`config.mk`:
```
export PLATFORM = sky130hd
export DESIGN_NAME = fota_front
export DESIGN_NICKNAME = d
export VERILOG_FILES = /design/src/rtl/fota_front.sv
export SDC_FILE = /design/constraint.sdc
export NUM_CORES = 1
export LEC_CHECK = 0
export BUFFER_PORTS_ARGS = -buffer_cell sky130_fd_sc_hd__buf_2
export CAP_MARGIN = 20
export CORE_AREA = 2 2 216 218
export DETAILED_ROUTE_END_ITERATION = 10
export DIE_AREA = 0 0 218 220
export RECOVER_POWER = 50
export SYNTH_ARGS = -nofsm -noshare
export SYNTH_HDL_FRONTEND = slang
export SYNTH_SLANG_ARGS = --single-unit
```
`constraint.sdc`:
```
create_clock -name vclk -period 7.7
set_input_delay 0.385 -clock vclk [all_inputs]
set_output_delay 0.385 -clock vclk [all_outputs]
set_load 0.01 [all_outputs]
```
`src/rtl/fota_front.sv`:
```
// front end: mirrors b coordinates, classifies the record, finds lengths and trims
module fota_front #(
  parameter int W  = 24,
  parameter int RW = 1 + 14 * W
) (
  input  logic [W-1:0]  a_overlap_begin,
  input  logic [W-1:0]  a_overlap_end,
  input  logic [W-1:0]  b_overlap_first,
  input  logic [W-1:0]  b_overlap_last,
  input  logic [W-1:0]  a_clear_begin,
  input  logic [W-1:0]  a_clear_end,
  input  logic [W-1:0]  b_clear_begin,
  input  logic [W-1:0]  b_clear_end,
  input  logic [W-1:0]  b_read_length,
  output logic [RW-1:0] rec
);

  logic [W-1:0] ab, ae, bb, be, acb, ace, bcb, bce;
  logic [W-1:0] alen, blen, anb, bnb, ane, bne;
  logic         ok;

  always_comb begin
    ab  = a_overlap_begin;
    ae  = a_overlap_end;
    acb = a_clear_begin;
    ace = a_clear_end;
    // mirror onto reversed b, wrapping modulo the width
    bb  = b_read_length - b_overlap_first;
    be  = b_read_length - b_overlap_last;
    bcb = b_read_length - b_clear_end;
    bce = b_read_length - b_clear_begin;
    ok  = !((ab >= ae) || (bb >= be)) &&
          !((ace <= ab) || (ae <= acb) || (bce <= bb) || (be <= bcb));
    alen = ae - ab;
    blen = be - bb;
    anb  = (acb < ab) ? '0 : acb - ab;
    bnb  = (bcb < bb) ? '0 : bcb - bb;
    ane  = (ace > ae) ? '0 : ae - ace;
    bne  = (bce > be) ? '0 : be - bce;
  end

  assign rec = {ok, ab, ae, bb, be, acb, ace, bcb, bce, alen, blen, anb, bnb, ane, bne};

endmodule

```
Yosys cells after proc, flatten, opt, wreduce, memory -nomap -nowiden --
Index checks and enable logic that the tools add are counted.
Word-level totals: bits in registers 0, latch bits 0, bits in writable memories 0, ROM bits 0, output and inout port bits 337, word-level logic and storage cells 31, memories kept 0
Operators by class: $add $sub $neg 10, multipliers 0, divide/modulo/power cells 0, $lt $le $gt $ge 10, equality and inequality tests 0, shift operators 0, mux-type cells 4, bitwise logic cells 0, reductions and logical operators 7
Operator list (count):
- $sub 24x24->24 | 10
- $le 24x24->1 | 4
- $mux 24 | 4
- $ge 24x24->1 | 2
- $gt 24x24->1 | 2
- $lt 24x24->1 | 2
- $logic_or 1x1->1 | 4
- $logic_not 1->1 | 2
- $logic_and 1x1->1 | 1

Logic depth before layout (Yosys ltp) --
depth in word-level cells 6, gate-level depth with buffers 27, gate-level depth less buffers 26

Worst setup path before layout --
Ideal clock, no wire load.
path kind input to output, from input b_read_length[0], to output rec[336], arrival time 4.950 ns, path slack 2.365 ns, stages on the path 26, buffers on the path 1, cells stage by stage inv_1 ha_1 inv_1 fa_1 a211oi_1 o21a_1 o311ai_1 o21ai_0 nand2b_1 a21oi_1 o21bai_1 a21o_1 a21o_1 a21o_1 xnor2_1 ha_1 a21oi_1 o21ai_0 a21o_1 nor4_1 nor2_1 maj3_1 nand2_1 a21oi_1 o311a_1 buf_4
Between the ends: word-level cells in the longest chain between the ends 6, elaborated cells on any way between the ends 13, those cells by class add/sub (4); order compare (3); reduce/logical (6)
Ends and longest elaborated chain:
- start: declaration | RTL line 14 | input logic [W-1:0] b_read_length,
- $sub 24x24->24, on equally long branches | RTL line 31, 28
- $le 24x24->1 | RTL line 33 | !((ace <= ab) || (ae <= acb) || (bce <= bb) || (be <= bcb));
- $logic_or 1x1->1 (2 in a row) | RTL line 33
- $logic_not 1->1 | RTL line 33
- $logic_and 1x1->1 * | RTL line 32 | ok = !((ab >= ae) || (bb >= be)) &&
- end: declaration | RTL line 15 | output logic [RW-1:0] rec
Mark *: on every way between the ends. The rest lies on a longest branch, timed or not.

Worst setup path after layout --
Same ends and word-level chain as after synthesis.

==> flow_summary.ini <==
[outcome]
outcome = finished, final reports clean

[die]
floorplan.die.height_um = 220
core_mm2 = 0.0459
pin_count = 553
placementRows = 79
fp.dieW_um = 218
initial_core_util_pct = 32.1
die-area_mm2 = 0.0480

[setup_path]
cpPeakStageDelay_ns = 0.64
critPathSlowestCell = or4_1
crit_required_ns = 7.32
critical_path.max_fanout = 4
cp-end-kind = primary output
crit_arrival_ns = 6.78
setup.worst_path.start = b_read_length[0]
critPathKind = input pin to primary output
start_kind = input pin

[sta]
drv_slew = 0
fin_crit_sh_pct = 93.0
slew_headroom_pct = 29.6
tightest_slew_ns = 1.04
fin_crit_ns = 7.16
max_freq_ghz = 0.140
hold_violations = 0
rsz0062_at_grt = false
tns_ns = 0
setup_violations = 0

[placement]
gp_congestion = 0.991
dp.final_hpwl_um = 57900
dp_cells = 3173
port_buffers = 553

[global_route]
grt_pass1_vias = 16400
grt.overflow.total = 0
track_usage_pct = 25.2
antenna_found_initial = 1
grt_max_degree = 25
grt_pass1_wl_um = 93800

[cells_and_area]
seqCellArea_um2 = 0
layout-drive-gt1-share_pct = 16.4
seq_cells = 0
fin_nets = 3123
area.growth.synth_to_final_pct = 17.4
instances_no_fill = 3174
final_cell_mix = buf_2, ha_1, inv_1, nor2_1, clkbuf_1
layout_commonest_cell = buf_2
nClkBuffers = 0
num-fill-cells = 5101

[power]
p_leak_uw = 0.00958
share_seq_of_total_power_pct = 0
p_per_area_mw_per_mm2 = 202
p_int_uw = 1310
peakVddDrop_mv = 0.104
p_total_uw = 3490
comb_power_share_pct = 100.0
switching_share_pct = 62.3
power_switching_uw = 2170
pwr-share-clk_pct = 0

[clock_network]
cts.repair.resized = 0
cts_hold_buffers = 0
post_cts_buffers = 0

[logic_synthesis]
synthesis.area_mm2 = 0.0147
syn_inst = 2116
synth.distinct_cells = 84
synth.area.top_cells = ha_1, inv_1, xnor2_1, a21o_1, a21oi_1
avgSynthCellArea_um2 = 6.96
syn_nets = 2671
synth_top_area_share_pct = 27.9
yosysWarnings = 0
synth_top_area_cell = ha_1
yosysSeqAreaShare_pct = 0

[flow_run]
cap_violations = 0

[detailed_routing]
wl_per_cell_um = 20.3
firstDrtPassIters = 5
drt.antenna.violating_nets = 0
via_per_inst = 5.32
vias = 16900
first_iter_violations = 948
drc_errors = 0
wl_um = 64300

[min_path]
hp-start = a_overlap_begin[8]
holdCritPathClass = input pin to primary output
==> area by class of cell <==
cell class                 count  area (um2)  area share (%)
multi-input combinational   1705       12800            74.0
timing repair buffer         559        2600            15.0
inverter                     302        1130            6.55
tap                          607         759            4.39
antenna                        1        2.50          0.0145
==> kinds of logic (layout without fill, tap and decap cells) <==
| family | Yosys count | after routing | share of synthesized area [%] |
|---|---|---|---|
| compound gates | 604 | 604 | 27.0 |
| simple gates | 558 | 558 | 18.3 |
| buf+inv | 411 | 861 | 13.1 |
| fa+ha+maj | 342 | 342 | 29.5 |
| xor+xnor | 195 | 195 | 11.6 |
| mux | 6 | 6 | 0.433 |
| other cells | 0 | 1 | 0 |
==> final timing paths <==
| check | to | depth (start not counted) |
|---|---|---|
| worst max-delay path | rec[336] | 26 |
| worst min-delay path | rec[320] | 2 |
==> cell usage after synthesis (all sizes together) (3+ instances only) <==
| cell | count |
|---|---|
| nand2b | 39 |
| a211o | 6 |
| ha | 329 |
| fa | 10 |
| o22ai | 3 |
| o2111ai | 5 |
| inv | 302 |
| o211ai | 12 |
| nor2b | 43 |
| a221oi | 6 |
| a21oi | 163 |
| nand2 | 99 |
| clkbuf | 6 |
| buf | 103 |
| a41oi | 3 |
| and3 | 17 |
| o21bai | 28 |
| a2111oi | 7 |
| a31oi | 22 |
| o21a | 32 |
| a21o | 117 |
| nand3b | 3 |
| nand3 | 33 |
| and4 | 7 |
| o211a | 3 |
| a21boi | 22 |
| a211oi | 20 |
| mux2i | 3 |
| o22a | 3 |
| nor4 | 5 |
| or3 | 13 |
| nor3 | 58 |
| xor2 | 88 |
| and2 | 7 |
| maj3 | 3 |
| mux2 | 3 |
| a31o | 3 |
| nor2 | 188 |
| o21ai | 112 |
| or2 | 7 |
| o311ai | 5 |
| o31ai | 10 |
| xnor2 | 107 |
| nand4 | 30 |
==> routing by layer <==
| layer | up-vias | share of wire, % | global-route usage (%) |
|---|---|---|---|
| met5 | - | 0 | 0 |
| li1 | 8265 | - | - |
| met2 | 679 | 48 | 45.3 |
| met4 | 0 | 3.9 | 8.48 |
| met3 | 111 | 6.5 | 3.23 |
| met1 | 7825 | 41 | 30.9 |
==> worst max-delay path: cells and delay by family <==
| family | cells | cell delay (ns) |
|---|---|---|
| compound gates | 13 | 3.10 |
| simple gates | 6 | 1.64 |
| fa+ha+maj | 3 | 0.87 |
| xor+xnor | 1 | 0.48 |
| buf+inv | 3 | 0.30 |
==> power by group through the flow <==
stage | Sequential [uW] | Combinational (uW) | Clock, uW
detailed placement | 0 | 3480 | 0
CTS | 0 | 3510 | 0
floorplan | 0 | 2220 | 0
global placement | 0 | 3470 | 0
global route | 0 | 3810 | 0.0000174
finish | 0 | 3490 | 0.0000174
==> per-stage QoR <==
step           util, %  hold slack (ns)  setup slack [ns]  area, um2
2_1_floorplan        -            0.862              2.36      14700
3_3_place_gp      38.2            0.972             0.505      17500
3_5_place_dp      38.2            0.969             0.543      17500
4_1_cts           38.2            0.969             0.508      17500
5_1_grt           37.7            0.993            0.0926      17300
6_report          37.7            0.989             0.539      17300
Power figures use the tool's default switching activity.
