**config.mk**
```make
export PLATFORM = sky130hd
export DESIGN_NAME = fota_queue
export DESIGN_NICKNAME = d
export VERILOG_FILES = /design/src/rtl/fota_pkg.sv /design/src/rtl/fota_queue.sv
export SDC_FILE = /design/constraint.sdc
export NUM_CORES = 1
export LEC_CHECK = 0
export BUFFER_PORTS_ARGS = -buffer_cell sky130_fd_sc_hd__buf_2
export CELL_PAD_IN_SITES_DETAIL_PLACEMENT = 1
export CELL_PAD_IN_SITES_GLOBAL_PLACEMENT = 2
export CORE_MARGIN = 2
export CORE_UTILIZATION = 45
export CTS_CLUSTER_DIAMETER = 60
export DETAILED_ROUTE_END_ITERATION = 12
export PLACE_DENSITY_LB_ADDON = 0.1
export SYNTH_ARGS = -nofsm -noshare
export SYNTH_HDL_FRONTEND = slang
export SYNTH_SLANG_ARGS = --single-unit
```
**constraint.sdc**
```tcl
create_clock -name clk -period 13.1 [get_ports clk]
set_input_delay 2.62 -clock clk [delete_from_list [all_inputs] [get_ports clk]]
set_output_delay 2.62 -clock clk [all_outputs]
set_load 0.01 [all_outputs]
```
**src/rtl/fota_pkg.sv**
```systemverilog
// shared types and constants for the flipped overlap trim adjust block
package fota_pkg;

  localparam int QDEPTH = 4;
  localparam int QPTR_W = $clog2(QDEPTH);
  localparam int LANES  = 4;

  typedef struct packed {
    logic full;
    logic empty;
  } q_stat_t;

endpackage

```
**src/rtl/fota_queue.sv**
```systemverilog
// small record queue between front and back
module fota_queue #(
  parameter int RW = 337
) (
  input  logic              clk,
  input  logic              rst,
  input  logic              push,
  input  logic [RW-1:0]     wdata,
  input  logic              pop,
  output logic [RW-1:0]     rdata,
  output fota_pkg::q_stat_t stat
);

  logic [RW-1:0]                 mem [fota_pkg::QDEPTH];
  logic [fota_pkg::QPTR_W-1:0]   wptr, rptr;
  logic [fota_pkg::QPTR_W:0]     count, count_next;

  always_comb begin
    count_next = count;
    if (push && !pop) begin
      count_next = count + 1'b1;
    end else if (pop && !push) begin
      count_next = count - 1'b1;
    end
  end

  always_ff @(posedge clk) begin
    if (rst) begin
      wptr  <= '0;
      rptr  <= '0;
      count <= '0;
    end else begin
      if (push) wptr <= wptr + 1'b1;
      if (pop)  rptr <= rptr + 1'b1;
      count <= count_next;
    end
  end

  always_ff @(posedge clk) begin
    if (push) mem[wptr] <= wdata;
  end

  assign rdata      = mem[rptr];
  assign stat.full  = (count == (fota_pkg::QPTR_W+1)'(fota_pkg::QDEPTH));
  assign stat.empty = (count == '0);

endmodule

```
Yosys cells after proc, flatten, opt, wreduce, memory -nomap -nowiden:

Memory sizes are Yosys's and may differ from the RTL's. A register that Yosys moved wholly into a read port is not among the register bits.
Index checks and enable logic that the tools add are counted.
Widths: inputs -> output; s select.

* memory bits (writable): 1348
* word-level logic and storage cells: 21
* bits in registers: 7
* memories kept: 1
* input bits: 341

* reductions and logical operators: 6
* muxes and demuxes: 6
* equal/unequal tests: 1
* add/subtract/negate cells: 4

Memory list
* mem: depth 4, width 337, read ports 1, clocked after Yosys merged registers in 1, write ports 1, RTL line fota_queue.sv:14 `logic [RW-1:0] mem [fota_pkg::QDEPTH];`

Operator list (count)
* $mux 3: 2
* $add 2x1->2 const B: 2
* $mux 2: 2
* $add 3x1->3 const B: 1
* $eq 3x3->1 const B: 1
* $logic_not 3->1: 1
* $sub 3x1->3 const B: 1
* $logic_and 1x1->1: 2
* $logic_not 1->1: 2
* $mux 1: 2
* $reduce_bool 2->1: 1

Depth between registers and ports, before layout:

Gate-level depths: netlist of run 1.

* word-level depth: 4
* depth in mapped cells: 7
* depth with buffers taken out: 7

Worst setup path before layout of run 1:

OpenSTA, ideal clock, no wires.

* kind: input to register
* start point: in push
* end point: mem mem[0][0], enable pin
* arrival time: 10.211 ns
* library setup time: 0.741 ns
* stages on the path: 1
* required time: 12.359 ns
* setup slack: 2.148 ns
* buffers on the path: 0
* path through: and2_1

* cells in the longest elaborated chain, start to end: 2

Ends and longest elaborated chain
* start: declaration: RTL line fota_queue.sv:7 `input logic push,`
* $mux 1: RTL line fota_queue.sv:40 `if (push) mem[wptr] <= wdata;`
* $mux 1 (implied by the code): RTL line fota_queue.sv:40
* end: declaration: RTL line fota_queue.sv:14

Every way passes these cells.

==> results.ini, run 1 <==
[setup_path]
ff2ff_setup_slack_ns = 9.13
worstSetupStartpointType = flip-flop
critPathMaxStageDelay_ns = 0.83
crit_required_ns = 10.48
worst_setup_path_end_kind = primary output
critPathBufInv = 4
worstPathArrival_ns = 4.43
critPathTopFamily = buffers and inverters
crit_slowest_cell = buf_4
rr_worst_depth = 6
r2r_start = wptr[0]
path_cells = buf_4 > buf_4 > buf_4 > mux4_2 > buf_2
cp_max_fo = 62
crit_top_cell = buf_4
r2r-end = mem[2][228]
worstSetupPathType = reg2out

[clock_tree]
clk_latency_ns = 0.73
clkSinkCount = 1357
clk_path_buf_depth = 3
cts_root_buf = clkbuf_16
cts_resized = 0
post_cts_buffers = 0
cts_inserted_buffers = 144
clk_pin_slew_ns = 0.06
cts_max_level = 4
tritoncts = built
cts_hold_buf = 0

[detailed_routing]
drt-wirelength-per-cell_um = 27.6
via_per_inst = 5.38
drt_iter0_drc = 1295
drc = 0
ant_nets = 0
firstDrtPassIters = 4
wirelength_um = 114000
vias = 22200

[power]
ir_worst_vdd_mv = 0.108
power_density_nw_per_um2 = 168
p_leak_nw = 19.4
total_power_mw = 9.82

[synthesis]
synth.distinct_cells = 22
netlist.area_leader.share = 0.819
netlist_area_um2 = 49400
syn_inst = 1804
ys_seq_area_frac = 0.823
yosysWarnings = 0
syn_nets = 2151
synth_area_leader_cell = edfxtp_1
avgSynthCellArea_um2 = 27.4
yosys-top-cells-area = edfxtp_1, mux4_2, buf_12
synth_seq_cells = 1357

[sta]
fin_crit_ns = 7.05
drv_slew = 0
rsz0062_at_grt = no
fin_worst_skew_ns = 0.0289
hold_violations = 0
setup_violations = 0
whs_ns = 0.500
setup_ws_ns = 6.05
max_freq_mhz = 142
tns_ns = 0
finalCritPeriodShare = 0.538
worst_pin_slew_ns = 1.19
slew_headroom = 0.209

[place]
portBuffers = 679
dp.cells = 3844
place_ws_ns = 6.74
dp_hpwl_um = 70700
place.gp.congestion = 0.756
placed_area_um2 = 54000

[run]
drv_cap = 0

[hold_path]
min_from = rptr[1]
hold_depth = 2
min_path_type = reg2reg

[die]
core_um2 = 109000
die_area_um2 = 113000
start_util = 0.454
die_w_um = 335
io_pins = 680
rows = 121
die_h_um = 335

[global_route]
grt_pass1_wl_um = 165000
grt_pass1_vias = 24200
grt_max_degree = 153
antenna_found_initial = 80
track_usage = 0.204
gr-total-overflow = 0

[layout]
area_growth_pct = 18.3
fin_util = 0.537
fin_area_um2 = 58500
final_nets = 2923
fill_cells = 9309
finalNonFillerCells = 4125
drive_above_1_share = 0.460

[status]
outcome = finished clean

-- registers in the layout, indices dropped and copies added (netlist names), named ones only --
signal,flops
count,3
mem,1348
rptr,2
wptr,2
-- cells in the final DEF (no fill, tap or decap), types with 8 or more instances in the layout --
| cell type | count |
|---|---|
| buf_4 | 15 |
| diode_2 | 27 |
| edfxtp_1 | 1348 |
| buf_2 | 679 |
| clkinv_1 | 29 |
| mux4_2 | 337 |
| clkinv_2 | 20 |
| clkbuf_1 | 35 |
| clkbuf_16 | 149 |
| buf_12 | 8 |
| bufinv_16 | 9 |
-- area by class of cell --
cell class | instances | area, um^2 | share of cell area
diodes | 27 | 67.6 | 0.00116
clock buffers | 184 | 3860 | 0.0660
clock inverters | 70 | 592 | 0.0101
inverters | 4 | 15.0 | 0.000257
multi-input cells | 367 | 7830 | 0.134
flip-flops and latches | 1357 | 40700 | 0.695
well taps | 1414 | 1770 | 0.0303
repair buffers | 702 | 3670 | 0.0628
-- logic make-up (layout without fill, tap and decap cells) --
| kind of cell | after synthesis | count (layout) | synth area share |
|---|---|---|---|
| DFF | 1357 | 1357 | 0.823 |
| xor gates and xnor gates | 5 | 5 | 0.000886 |
| muxes | 339 | 339 | 0.154 |
| adders and majority gates | 6 | 6 | 0.00167 |
| other | 0 | 27 | 0 |
| AOI/OAI and AO/OA | 2 | 2 | 0.000202 |
| buffers and inverters | 80 | 960 | 0.0192 |
| and+or+nand+nor | 15 | 15 | 0.00149 |
-- cells in the mapped netlist --
| master | number |
|---|---|
| buf_2 | 34 |
| buf_6 | 1 |
| inv_1 | 4 |
| fa_1 | 1 |
| buf_12 | 36 |
| nor2_1 | 7 |
| dfxtp_1 | 9 |
| xnor2_1 | 2 |
| buf_8 | 1 |
| o21ai_0 | 1 |
| a21oi_1 | 1 |
| or3_1 | 1 |
| mux4_2 | 337 |
| nor3b_1 | 1 |
| nor3_1 | 1 |
| xor2_1 | 3 |
| mux2i_1 | 2 |
| ha_1 | 5 |
| edfxtp_1 | 1348 |
| clkbuf_1 | 4 |
| and2_1 | 4 |
| nand2_1 | 1 |
-- worst max-delay path by stage --
stage                    from     endpoint  slack [ns]  cells past startpoint
floorplan                push    mem[0][0]        2.15                      1
global placement         push  mem[2][229]        6.71                      5
detailed placement       push  mem[2][229]        6.74                      5
CTS                 flip-flop   rdata[285]        5.93                      5
global route        flip-flop   rdata[232]        5.82                      5
finish              flip-flop   rdata[284]        6.05                      5
-- where the power goes --
group	leakage (nW)	switching [mW]	internal (mW)
registers	12.5	0.0480	5.00
logic	4.79	0.543	0.393
clock network	2.16	1.59	2.25
-- worst min-delay path, cell delays in order (launching register included) --
cell,delay (ns)
dfxtp_1,0.31
xor2_1,0.06
nor2_1,0.11
-- metal layers --
metal / vias up / global-route usage / wire (um) / part of all wire
met5: - / 0 / 375 / 0.0033
met4: 58 / 0.0757 / 4010 / 0.035
met3: 287 / 0.0783 / 10200 / 0.090
met2: 695 / 0.342 / 58300 / 0.51
met1: 11700 / 0.238 / 40900 / 0.36
li1: 9468 / - / - / -
Note: power is estimated with default switching activity, not from simulation.
==> run 2, diff against run 1 <==
==> constraint.sdc (replaced) <==
create_clock -name clk -period 6.79 [get_ports clk]
set_input_delay 1.358 -clock clk [delete_from_list [all_inputs] [get_ports clk]]
set_output_delay 1.358 -clock clk [all_outputs]
set_load 0.01 [all_outputs]
==> results.ini, run 2 (synthesized netlist as in run 1, its figures left out) <==
[setup_path]
worst_setup_path_end_kind = primary output
crit_slowest_cell = dfxtp_4
r2r-end = mem[1][286]
crit_cells = 3  ; -2
worstPathArrival_ns = 3.33  ; -1.10 ns
rr_worst_depth = 4  ; -2
r2r_start = wptr[1]
critPathBufInv = 2  ; -2
ff2ff_setup_slack_ns = 4.19  ; -4.94 ns
critPathMaxStageDelay_ns = 0.83  ; about the same
path_cells = buf_12 > mux4_2 > buf_2
worstSetupStartpointType = flip-flop
crit_required_ns = 5.43  ; -5.05 ns
worstSetupPathType = reg2out
cp_max_fo = 102  ; +65%
critPathTopFamily = flip-flops

[clock_tree]
clk_latency_ns = 0.73  ; about the same
cts_hold_buf = 0  ; unchanged
clk_pin_slew_ns = 0.05  ; about the same
cts_root_buf = clkbuf_16
clk_path_buf_depth = 3  ; unchanged
clkSinkCount = 1357  ; unchanged
cts_max_level = 4  ; unchanged
cts_resized = 0  ; unchanged
post_cts_buffers = 0  ; unchanged
cts_inserted_buffers = 147  ; +2.1%
tritoncts = built

[global_route]
grt_pass1_wl_um = 164000  ; -0.93%
track_usage = 0.202  ; -0.00203
grt_pass1_vias = 24000  ; -0.92%
grt_max_degree = 145  ; -5.2%
gr-total-overflow = 0  ; unchanged
antenna_found_initial = 71  ; -11%

[die]
die_h_um = 335  ; unchanged
die_area_um2 = 113000  ; unchanged
io_pins = 680  ; unchanged
core_um2 = 109000  ; unchanged
rows = 121  ; unchanged
start_util = 0.454  ; unchanged
die_w_um = 335  ; unchanged

[power]
total_power_mw = 19.2  ; +95%
power_density_nw_per_um2 = 327  ; +94%
ir_worst_vdd_mv = 0.229  ; +110%
p_leak_nw = 19.5  ; +0.49%

[sta]
whs_ns = 0.544  ; +0.0439 ns
tns_ns = 0  ; unchanged
slew_headroom = 0.154  ; -0.0554
finalCritPeriodShare = 0.690
drv_slew = 0  ; unchanged
worst_pin_slew_ns = 1.27  ; +0.0831 ns
fin_worst_skew_ns = 0.0254  ; -0.00349 ns
rsz0062_at_grt = no
hold_violations = 0  ; unchanged
setup_ws_ns = 2.11  ; -3.94 ns
max_freq_mhz = 213
setup_violations = 0  ; unchanged
fin_crit_ns = 4.68

[hold_path]
hold_depth = 2  ; unchanged
hold_end = rptr[1]
min_path_type = reg2reg
min_from = rptr[1]

[layout]
fill_cells = 9349  ; +0.43%
regMostFlops = mem
final_cell_mix = edfxtp_1, buf_2, mux4_2
final_common_cell = edfxtp_1
drive_above_1_share = 0.460  ; about the same
fin_area_um2 = 58700  ; +0.36%
top_regs = mem: 1348 flops, count: 3 flops
finalNonFillerCells = 4132  ; +0.17%
final_nets = 2924  ; +0.034%
multiInputGateArea_um2 = 7830  ; unchanged
largest_reg_flops = 1348  ; unchanged
area_growth_pct = 18.7
fin_util = 0.539  ; +0.00195
regArea_um2 = 40700  ; unchanged

[place]
placed_area_um2 = 54000  ; +0.11%
dp_hpwl_um = 68800  ; -2.7%
dp.cells = 3842  ; -0.052%
portBuffers = 679  ; unchanged
place.gp.congestion = 0.758  ; +0.22%
place_ws_ns = 2.80  ; -3.93 ns

[run]
drv_cap = 0  ; unchanged

[detailed_routing]
vias = 22300  ; +0.25%
firstDrtPassIters = 5  ; +1
drt_iter0_drc = 1230  ; -5.0%
ant_nets = 0  ; unchanged
wirelength_um = 113000  ; -0.51%
via_per_inst = 5.39  ; about the same
drc = 0  ; unchanged
drt-wirelength-per-cell_um = 27.4  ; -0.68%

[status]
outcome = finished clean

run 2: worst register-to-register path, delay by kind of cell, from the launching register on:
family	cells	cell delay [ns]
flip-flops	1	0.34
adder cells (fa/ha/maj)	1	0.14
AND/OR/NAND/NOR	1	0.81
buffers and inverters	2	0.69
run 2: how the worst max path moves through the flow:
| stage | startpoint | end | slack (ns) |
|---|---|---|---|
| 6_report | flip-flop | rdata[33] | 2.11 |
| 5_1_grt | flip-flop | rdata[33] | 1.84 |
| 4_1_cts | flip-flop | rdata[69] | 2.01 |
| 3_5_place_dp | flip-flop | rdata[69] | 2.80 |
| 3_3_place_gp | flip-flop | rdata[6] | 2.83 |
| 2_1_floorplan | push | mem[1][0] | 0.88 |
run 2: power breakdown:
group / internal (mW) / leakage, nW / switching [mW]
sequential: 9.64 / 12.5 / 0.0946
clock: 4.51 / 2.25 / 3.12
combinational: 0.765 / 4.80 / 1.04
total: 14.9 / 19.5 / 4.25
run 2: area by class of cell:
cell class	instances	area share
inverter	4	0.000256
sequential	1357	0.693
antenna	25	0.00107
tap	1414	0.0301
multi-input combinational	367	0.133
timing repair buffer	700	0.0636
clock buffer	180	0.0662
clock inverter	85	0.0123
run 2: metal layers:
metal | vias up | part of all wire | GRT usage
met5 | - | 0.0033 | 0
met4 | 58 | 0.026 | 0.0684
met3 | 244 | 0.096 | 0.0837
met2 | 692 | 0.50 | 0.327
met1 | 11800 | 0.37 | 0.244
li1 | 9473 | - | -
